--- src/rtl/qte_pkg.sv ---
// Shared constants, the arctangent table and the pipeline payload types of the converter.
package qte_pkg;

	// CORDIC step count and its table bound.
	localparam int CORDIC_STEPS = 16;
	localparam int TAB_LEN      = 24;
	localparam int CORDIC_N     = (CORDIC_STEPS > TAB_LEN) ? TAB_LEN : CORDIC_STEPS;

	// Square root runs one result bit per cell over a 61-bit radicand.
	localparam int SQRT_STEPS = 31;
	localparam int SQRT_W     = 62;
	localparam int BITPOS_W   = 6;

	// Datapath widths.
	localparam int SUM_W   = 34;
	localparam int VEC_W   = 36;
	localparam int ANG_W   = 34;
	localparam int TAB_W   = 30;
	localparam int SHIFT_W = 5;
	localparam int OUT_W   = 16;
	localparam int LANES   = 3;

	// Lane numbers of the three angle chains.
	localparam int LANE_ROLL  = 0;
	localparam int LANE_PITCH = 1;
	localparam int LANE_YAW   = 2;

	// One in Q30, a quarter turn in accumulator units, and the saturated pitch.
	localparam logic signed [SUM_W-1:0] ONE_Q30      = SUM_W'(64'h4000_0000);
	localparam logic signed [ANG_W-1:0] QUARTER_TURN = ANG_W'(64'h4000_0000);
	localparam logic signed [ANG_W-1:0] ROUND_HALF   = ANG_W'(64'h0000_8000);
	localparam logic signed [OUT_W-1:0] PITCH_SAT    = OUT_W'(16384);

	// Arctangent of 2^-i with 2^31 standing for pi.
	function automatic logic [TAB_W-1:0] atan_entry(input int idx);
		logic [TAB_W-1:0] v;
		case (idx)
			0:  v = 30'h20000000;
			1:  v = 30'h12E4051E;
			2:  v = 30'h09FB385B;
			3:  v = 30'h051111D4;
			4:  v = 30'h028B0D43;
			5:  v = 30'h0145D7E1;
			6:  v = 30'h00A2F61E;
			7:  v = 30'h00517C55;
			8:  v = 30'h0028BE53;
			9:  v = 30'h00145F2F;
			10: v = 30'h000A2F98;
			11: v = 30'h000517CC;
			12: v = 30'h00028BE6;
			13: v = 30'h000145F3;
			14: v = 30'h0000A2FA;
			15: v = 30'h0000517D;
			16: v = 30'h000028BE;
			17: v = 30'h0000145F;
			18: v = 30'h00000A30;
			19: v = 30'h00000518;
			20: v = 30'h0000028C;
			21: v = 30'h00000146;
			22: v = 30'h000000A3;
			23: v = 30'h00000051;
			default: v = '0;
		endcase
		return v;
	endfunction

	// State handed from one CORDIC cell to the next.
	typedef struct packed {
		logic signed [VEC_W-1:0] x;
		logic signed [VEC_W-1:0] y;
		logic signed [ANG_W-1:0] z;
		logic                    zero;
		logic                    clamp;
		logic                    neg;
	} cordic_t;

	// State handed from one square root cell to the next, with the vectors riding along.
	typedef struct packed {
		logic        [SQRT_W-1:0] rem;
		logic        [SQRT_W-1:0] root;
		logic signed [SUM_W-1:0]  sinp;
		logic signed [SUM_W-1:0]  sinr;
		logic signed [SUM_W-1:0]  cosr;
		logic signed [SUM_W-1:0]  siny;
		logic signed [SUM_W-1:0]  cosy;
		logic                     clamp;
	} sqrt_t;

endpackage

--- src/rtl/qte_cordic_cell.sv ---
// One CORDIC vectoring cell: rotates toward the x axis by one table angle.
module qte_cordic_cell (
	input  logic                           clk,
	input  logic                           arst_n,
	input  logic                           en,
	input  logic                           in_valid,
	input  qte_pkg::cordic_t               in_data,
	input  logic [qte_pkg::SHIFT_W-1:0]    shift,
	input  logic [qte_pkg::TAB_W-1:0]      angle,
	output logic                           out_valid,
	output qte_pkg::cordic_t               out_data
);

	logic signed [qte_pkg::VEC_W-1:0] dx;
	logic signed [qte_pkg::VEC_W-1:0] dy;
	logic signed [qte_pkg::ANG_W-1:0] step;
	qte_pkg::cordic_t                 nxt;

	// Shifts floor toward minus infinity; the sign of y picks the direction.
	always_comb begin
		dx   = $signed(in_data.y) >>> shift;
		dy   = $signed(in_data.x) >>> shift;
		step = $signed({{(qte_pkg::ANG_W-qte_pkg::TAB_W){1'b0}}, angle});
		nxt  = in_data;
		if (!in_data.y[qte_pkg::VEC_W-1]) begin
			nxt.x = in_data.x + dx;
			nxt.y = in_data.y - dy;
			nxt.z = in_data.z + step;
		end else begin
			nxt.x = in_data.x - dx;
			nxt.y = in_data.y + dy;
			nxt.z = in_data.z - step;
		end
	end

	// Stage register.
	always_ff @(posedge clk or negedge arst_n) begin
		if (!arst_n) begin
			out_valid <= 1'b0;
		end else if (en) begin
			out_valid <= in_valid;
		end
	end

	always_ff @(posedge clk) begin
		if (en) begin
			out_data <= nxt;
		end
	end

endmodule

--- config.mk ---
export PLATFORM = sky130hd
export DESIGN_NAME = qte_cordic_cell
export DESIGN_NICKNAME = d
export VERILOG_FILES = /design/src/rtl/qte_pkg.sv /design/src/rtl/qte_cordic_cell.sv
export SDC_FILE = /design/constraint.sdc
export NUM_CORES = 1
export LEC_CHECK = 0
export BUFFER_PORTS_ARGS = -buffer_cell sky130_fd_sc_hd__buf_4
export CAP_MARGIN = 20
export CORE_AREA = 2 2 184 186
export CTS_BUF_LIST = sky130_fd_sc_hd__clkbuf_4 sky130_fd_sc_hd__clkbuf_8
export DETAILED_ROUTE_END_ITERATION = 8
export DIE_AREA = 0 0 186 188
export GPL_TIMING_DRIVEN = 0
export PLACE_DENSITY = 0.71
export SLEW_MARGIN = 20
export SYNTH_ARGS = -nofsm -noshare
export SYNTH_HDL_FRONTEND = slang
export SYNTH_SLANG_ARGS = --single-unit
--- constraint.sdc ---
create_clock -name clk -period 0.8 [get_ports clk]
set_input_delay 0 -clock clk [delete_from_list [all_inputs] [get_ports clk]]
set_output_delay 0 -clock clk [all_outputs]
set_load 0.005 [all_outputs]
# ---- Word level (Yosys, flattened, before mapping)
# Index checks and enable logic that the tools add are counted.
dict set report word_totals {
  register_bits 110
  inputBits 148
  out_inout_bits 110
}
dict set report op_classes {
  n_addsub 6
  shifts 2
  mux 1
}
# operator n
set ops {}
lappend ops {{$mux 106} 1}
lappend ops {{$add 36x36->36} 2}
lappend ops {{$sshr 36x5->36} 2}
lappend ops {{$sub 36x36->36} 2}
lappend ops {{$add 34x31->34} 1}
lappend ops {{$sub 34x31->34} 1}

# ---- Longest topological paths before layout
# Gate-level depths: netlist of the first run.
dict set report logic_depth {
  ltp_word 3
  depth_mapped 28
  ltp_nobuf 22
}

# ---- Least setup slack after synthesis of the first run
# Ideal clock, no wire load.
dict set report synth_path {
  kind {input -> register}
  startpoint {in shift[2] (netlist name)}
  endpoint {reg out_data[72] (netlist name) (data pin)}
  setup_time_ns 0.260
  arrival_ns 5.425
  setup_slack_ns -4.885
  stages 26
  cell_sequence {buf_2 > buf_2 > buf_2 > clkbuf_1 > mux4_2 > nand2_1 > o21ai_0 > a211oi_1 > ha_1 > nand2_1 > nor4_2 > and2_1 > nand2_1 > mux2i_1 > a21o_1 > ha_1 > and2_1 > a221oi_1 > a2bb2oi_1 > nand2_1 > nor4b_1 > nor3b_1 > nor2_1 > a21oi_1 > a31o_2 > xnor2_1}
}
# element line_no
set synth_rtl {}
lappend synth_rtl {{from (decl)} qte_cordic_cell.sv:8} ;# input logic [qte_pkg::SHIFT_W-1:0] shift,
lappend synth_rtl {{to (signal assigned)} qte_cordic_cell.sv:47} ;# out_data <= nxt;
lappend synth_rtl {{to (decl)} qte_cordic_cell.sv:11} ;# output qte_pkg::cordic_t out_data

==> impl_metrics.csv, run 1 <==
group,metric,value,unit
cts,cts_buffers,9,
cts,htreeDepth,3,
power,p_total,39.4,mW
placement,routabilityCongestion,1.13,
worst_setup_path,worstPathRequired,1.04,ns
run_status,outcome,"finished with violations",
timing,clock.fmax,194,MHz
die,die_w,186,µm
logic_synthesis,yosys_warnings,0,
timing,holdWs,-0.145,ns
worst_setup_path,slowest_delay,0.58,ns
cells_and_area,nNetsFinal,2565,
logic_synthesis,syn_inst,1786,
logic_synthesis,yosys.area_share.simple,16.2,%
routing,ant_nets,0,
cts,clkTransAtPathRegs,0.14,ns
logic_synthesis,synth_nets,2044,
worst_setup_path,cp.arrival,5.39,ns
logic_synthesis,async_flop_share,0.909,%
worst_setup_path,reg2reg_depth,1,
grt,grt_pass1_wl,110,mm
logic_synthesis,seq_area_frac_synth,20.2,%
die,start_util,49.3,%
logic_synthesis,synth_xor_area_share,9.33,%
logic_synthesis,synth_fa_ha_area_share,8.57,%
routing,drt_wl_total,81.3,mm
cts,clock_path_buffers,2,
worst_setup_path,path_max_fanout,5,
worst_setup_path,crit_path_start_kind,"input pin",
grt,grt.total_usage,42.5,%
routing,first_iter_violations,2413,
placement,dp.cells,2485,
logic_synthesis,synthMuxAreaShare,19.9,%
power,ir_drop,0.00134,V
worst_setup_path,cp.depth,26,
cells_and_area,drive_gt1_share,48.5,%
logic_synthesis,yosysUniqueCellTypes,101,
routing,wl_per_cell,29.5,µm
timing,relSlewSlack,23.4,%
cts,cts_hold_buf,8,
placement,io_buffers,251,
power,powerDensity,1630,nW/µm²
die,die_h,188,µm
worst_setup_path,crit_buf_inv,8,
routing,drt-pass1-iter-count,8,
routing,highest_layer,"met4",
timing,period_share,644,%
worst_hold_path,hold_path.class,"input pin to register",
routing,wl_met1,27.9,mm
logic_synthesis,syn_avg_cell_area,9.14,µm²
timing,setup_viol_count_final,239,
worst_hold_path,whs_path_depth,2,
worst_setup_path,crit_path_top_delay_cell,"or4_4",
die,die-area,35000,µm²
worst_setup_path,endpoint_kind,"register",
routing,drc_errors,0,
die,core-area,33100,µm²
logic_synthesis,synthFlopType,"edfxtp_1",
grt,antenna_found_initial,0,
grt,grt_pass1_vias,17900,
die,io_pins,258,
run,maxCapViolCount,0,
timing,worst_slack,-4.35,ns
timing,drv_slew,0,
timing,worst_slew_pin_slew,1.15,ns
cells_and_area,finalInstanceArea,24300,µm²
worst_setup_path,crit_type,"input pin to register",
die,rows,67,
routing,met2_wirelength,36.9,mm
timing,fin_crit,5.15,ns
cts,cts_root_buf,"clkbuf_8",
cells_and_area,area_growth_syn_to_layout,48.6,%
cts,insertion_delay,0.46,ns
timing,finalClockSkew,0,ns
run_status,violations,"negative hold slack, negative setup slack",
grt,gr-total-overflow,0,
placement,place_ws,-5.97,ns
timing,hold_viol,3,
cells_and_area,final-instance-count-excl-fill,2760,
routing,routed-wl-met3,9.84,mm
routing,viasPerCell,6.95,
logic_synthesis,synth_edf_count,109,
timing,rsz0062_at_grt,"true",
cts,cts_sinks,110,
placement,dpl-instance-area,19500,µm²
routing,vias,19200,
power,total_leakage_power,9.80,nW
cells_and_area,antenna_cells,0,
grt,grt_start_max_net_pins,111,
placement,hpwl,56.2,mm
logic_synthesis,synth_top_family_by_area,"compound AO/OA/AOI/OAI gates",
worst_setup_path,path_delay_family,"simple AND/OR/NAND/NOR gates",
logic_synthesis,ys_ff_latch,110,
logic_synthesis,synth_compound_area_share,21.4,%
logic_synthesis,netlist_area,16300,µm²
cts,cts_tree,"yes",
worst_setup_path,cpMostUsedCell,"buf_4",
-- through the flow --
step / util (%) / setup TNS [ns]
global placement: 58.8 / -496.42
CTS: 66.0 / -319.73
floorplan: - / -294.61
detailed placement: 58.8 / -473.10
finish: 73.3 / -338.84
global route: 73.3 / -349.70
-- cells in the final DEF, fill, tap and decap left out, drive strengths merged, types with 11 or more instances in the layout --
master  count
ha        107
o21ai      91
nand4      14
mux4      104
nand3      36
edfxtp    109
mux2i      54
xnor2     125
buf       561
nor4       14
a22oi      14
o21a       16
o211ai     23
inv        49
nor2b      19
o22ai      14
and2       27
nand2     154
nor3       38
a31oi      26
clkbuf     45
or2        11
nor2      143
mux2       31
nand2b     22
a21oi     154
xor2       49
a21o       49
and3       18
a211oi     18
-- area by class of cell --
type	instances	area [µm²]
Sequential cell	110	3300
Timing Repair Buffer	517	4330
Clock buffer	9	124
Buffer	89	1060
Multi-Input combinational cell	1531	14600
Inverter	49	210
Fill cell	2299	8850
Tap cell	448	561
Clock inverter	7	77.6
-- logic make-up (layout without fill, tap and decap cells) --
group	count (synthesis)	after routing
fa+ha+maj	110	110
flops	110	110
buf+inv	145	671
mux	189	189
xor+xnor	174	174
simple gates	532	532
compound gates	526	526
-- report_power, final --
part	switching, mW	total, mW	internal (mW)
Sequential	0.533	8.99	8.46
Clock	2.57	3.80	1.23
Combinational	13.9	26.6	12.8
Total	17.0	39.4	22.5
-- sequential cells by signal (all words and copies together) (netlist names) --
signal,cells
out_valid,1
out_data,109
-- cell usage after synthesis, types with 16 or more instances --
| library cell | n | area (µm²) |
|---|---|---|
| nor2b_1 | 19 | 119 |
| o211ai_1 | 23 | 173 |
| buf_6 | 17 | 191 |
| nor2_1 | 142 | 533 |
| a31oi_1 | 26 | 163 |
| xnor2_1 | 125 | 1090 |
| xor2_1 | 49 | 429 |
| nand3_1 | 35 | 175 |
| a211oi_1 | 17 | 128 |
| nand2b_1 | 22 | 138 |
| o21ai_0 | 83 | 415 |
| and3_1 | 18 | 113 |
| o21a_1 | 16 | 120 |
| edfxtp_1 | 109 | 3270 |
| ha_1 | 107 | 1340 |
| buf_2 | 23 | 115 |
| nand2_1 | 152 | 571 |
| a21o_1 | 49 | 368 |
| clkbuf_1 | 45 | 169 |
| mux4_2 | 98 | 2210 |
| nor3_1 | 35 | 175 |
| mux2_2 | 28 | 315 |
| a21oi_1 | 152 | 761 |
| inv_1 | 47 | 176 |
| and2_1 | 26 | 163 |
| mux2i_1 | 54 | 541 |
-- metal layers --
metal	global-route usage [%]	vias up
met5	0	-
met4	25.7	0
met3	10.6	446
met2	68.2	1582
met1	51.1	9211
li1	-	7931
-- worst paths after layout --
kind                                   from            end  slack, ns
worst max-delay path               shift[1]  out_data[108]      -4.35
worst min-delay path            in_data[37]   out_data[37]      -0.14
worst max register to register    out_valid      out_valid       0.02
worst min register to register    out_valid      out_valid       0.57
max in group asynchronous            arst_n      out_valid       0.29
min in group asynchronous            arst_n      out_valid       0.40
-- what timing repair did --
action | in CTS | in global routing
endpoints found under the setup margin | 216 | 248
endpoints found under the hold margin | 15 | 3
buffers inserted | 111 | 149
resized for setup | 253 | 326
pin swaps | 82 | 216
cloned | 2 | 0
Note: power is estimated with default switching activity, not from simulation.
==> run 2: changes to the inputs <==
- BUFFER_PORTS_ARGS: -buffer_cell sky130_fd_sc_hd__buf_4 -> default
- DONT_BUFFER_PORTS: default -> 1
- PLACE_DENSITY: 0.71 -> default
- SKIP_LAST_GASP: default -> 1
==> impl_metrics.csv, run 2 (synthesized netlist as in run 1, its figures left out) <==
group,metric,value,unit
worst_setup_path,cp.arrival,5.30,ns
placement,hpwl,55.5,mm
cells_and_area,multi_input_area,14800,µm²
worst_setup_path,worstPathRequired,1.01,ns
power,ir_drop,0.00138,V
cts,cts_root_buf,"clkbuf_8",
cells_and_area,regMostFlops,"out_data",
cts,htreeDepth,3,
die,die_h,188,µm
timing,finalClockSkew,0,ns
die,core-area,33100,µm²
routing,routed-wl-met3,9.00,mm
routing,wl_met1,27.6,mm
grt,grt_pass1_vias,16800,
grt,antenna_found_initial,3,
routing,highest_layer,"met5",
routing,vias,17800,
cells_and_area,seqCellArea,3300,µm²
grt,grt_pass1_wl,106,mm
cells_and_area,top_regs,"out_data: 109 flops, out_valid: 1 flops",
die,io_pins,258,
worst_setup_path,crit_type,"input pin to register",
worst_setup_path,crit_path_start_kind,"input pin",
placement,routabilityCongestion,1.06,
routing,drc_errors,0,
cells_and_area,fillers,2528,
die,die-area,35000,µm²
cells_and_area,drive_gt1_share,42.2,%
cts,cts_tree,"yes",
power,power.internal,20.6,mW
power,power_switching,15.4,mW
placement,dp.cells,2235,
worst_setup_path,endpoint,"out_data[72]",
die,rows,67,
routing,drt-pass1-iter-count,8,
worst_hold_path,hold_path.class,"input pin to register",
cells_and_area,final-instance-count-excl-fill,2512,
worst_setup_path,reg2reg_to,"out_valid",
cells_and_area,largest_reg_flops,109,
timing,worst_slew_pin_slew,1.17,ns
routing,ant_nets,0,
cts,cts_hold_buf,8,
cells_and_area,nNetsFinal,2316,
routing,wl_per_cell,30.9,µm
timing,drv_slew,0,
routing,met2_wirelength,35.0,mm
worst_setup_path,endpoint_kind,"register",
cells_and_area,final_common_cell,"buf_4",
placement,io_buffers,0,
power,powerDensity,1600,nW/µm²
timing,worst_slack,-4.29,ns
die,die_w,186,µm
grt,gr-total-overflow,0,
timing,setup_viol_count_final,215,
timing,period_share,636,%
worst_setup_path,setup.worst_path.start,"shift[2]",
timing,relSlewSlack,21.9,%
worst_setup_path,reg2reg_from,"out_valid",
cts,clock_path_buffers,2,
timing,holdWs,-0.362,ns
cells_and_area,area_growth_syn_to_layout,37.6,%
grt,grt_start_max_net_pins,111,
die,start_util,49.3,%
routing,first_iter_violations,2248,
worst_setup_path,reg2reg_depth,1,
timing,fin_crit,5.09,ns
placement,place_ws,-6.12,ns
cts,insertion_delay,0.46,ns
run_status,outcome,"finished with violations",
cts,cts_sinks,110,
power,pwr-share-seq,25.8,%
run,maxCapViolCount,0,
cells_and_area,final_cell_mix,"222 x buf_4, 136 x nand2_1, 116 x xnor2_1, 109 x edfxtp_1, 108 x nor2_1",
routing,drt_wl_total,77.7,mm
power,combinationalPowerShare,63.7,%
worst_setup_path,reg2reg_slack,0.01,ns
timing,clock.fmax,197,MHz
cts,clkTransAtPathRegs,0.13,ns
power,pwr-share-clk,10.5,%
power,swShare,42.8,%
timing,hold_viol,159,
cts,cts_buffers,9,
grt,grt.total_usage,41.4,%
worst_setup_path,path_max_fanout,10,
run_status,violations,"negative hold slack, negative setup slack",
power,total_leakage_power,8.63,nW
routing,viasPerCell,7.09,
timing,rsz0062_at_grt,"true",
[run 2: cell count changes in the layout (fill, tap and decap cells not counted), sizes merged]
cell / previous run / this run
buf: 561 / 312
clkinvlp: 1 / 0
diode: 0 / 1
inv: 49 / 50
[run 2: timing repair]
action,CTS,global route
endpoints found under the hold margin,194,153
cloned,3,0
gates resized for setup,249,335
pin swaps,64,216
buffers inserted,109,147
endpoints found under the setup margin,215,216
[run 2: worst min-delay path by stage]
stage          startpoint       endpoint  slack (ns)  depth (start not counted)
3_5_place_dp       arst_n      out_valid       -0.30                          0
2_1_floorplan      arst_n      out_valid       -0.30                          0
5_1_grt                en  out_data[102]       -0.38                          0
3_3_place_gp       arst_n      out_valid       -0.30                          0
6_report               en  out_data[102]       -0.36                          0
4_1_cts                en  out_data[102]       -0.38                          0
[run 2: final cells by class]
| cell class | instances | area share (%) |
|---|---|---|
| timing repair buffer | 267 | 10.3 |
| inverter | 49 | 1.01 |
| clock buffer | 9 | 0.551 |
| multi-input combinational | 1531 | 65.8 |
| clock inverter | 7 | 0.384 |
| sequential | 110 | 14.7 |
| antenna | 1 | 0.0111 |
| tap | 448 | 2.49 |
| buffer | 90 | 4.82 |
[run 2: per-stage QoR]
stage	total power, mW	instance area (µm²)	util, %	setup TNS (ns)
floorplan	21.1	17000	-	-294.61
global placement	24.8	17600	53.1	-439.47
detailed placement	25.0	17600	53.1	-436.77
CTS	31.4	19900	60.1	-314.66
global route	37.5	22500	67.9	-325.80
finish	36.0	22500	67.9	-315.52
[run 2: routing by layer]
metal,global-route usage [%],vias to the layer above
li1,-,7446
met1,50.1,8658
met2,64.4,1355
met3,12.1,359
met4,25.7,4
met5,0,-
[run 2: critical path: stages]
cell and delay, ns:
buf_4 0.20, buf_8 0.18, buf_8 0.21, clkbuf_16 0.22, mux4_2 0.33, mux2i_4 0.20
o22ai_2 0.13, nor2_4 0.24, o2111ai_4 0.18, buf_6 0.16, nor4_4 0.25, buf_4 0.19
nand2_4 0.06, mux2i_1 0.17, o221ai_2 0.14, a2111oi_4 0.38, ha_4 0.23, nand4_1 0.11
buf_6 0.15, buf_6 0.11, nor4_4 0.32, a2bb2oi_2 0.13, a41oi_2 0.22, nor3b_4 0.25
nor2_2 0.06, a21oi_2 0.16, a31o_2 0.19, xnor2_2 0.06
[run 2: power groups by stage]
stage | logic [mW] | registers, mW | clock network [mW]
after floorplan | 12.0 | 9.15 | 0
after global placement | 15.3 | 9.43 | 0
after detailed placement | 15.6 | 9.43 | 0
after CTS | 18.3 | 9.30 | 3.86
after global routing | 24.0 | 9.45 | 4.05
final | 22.9 | 9.30 | 3.78
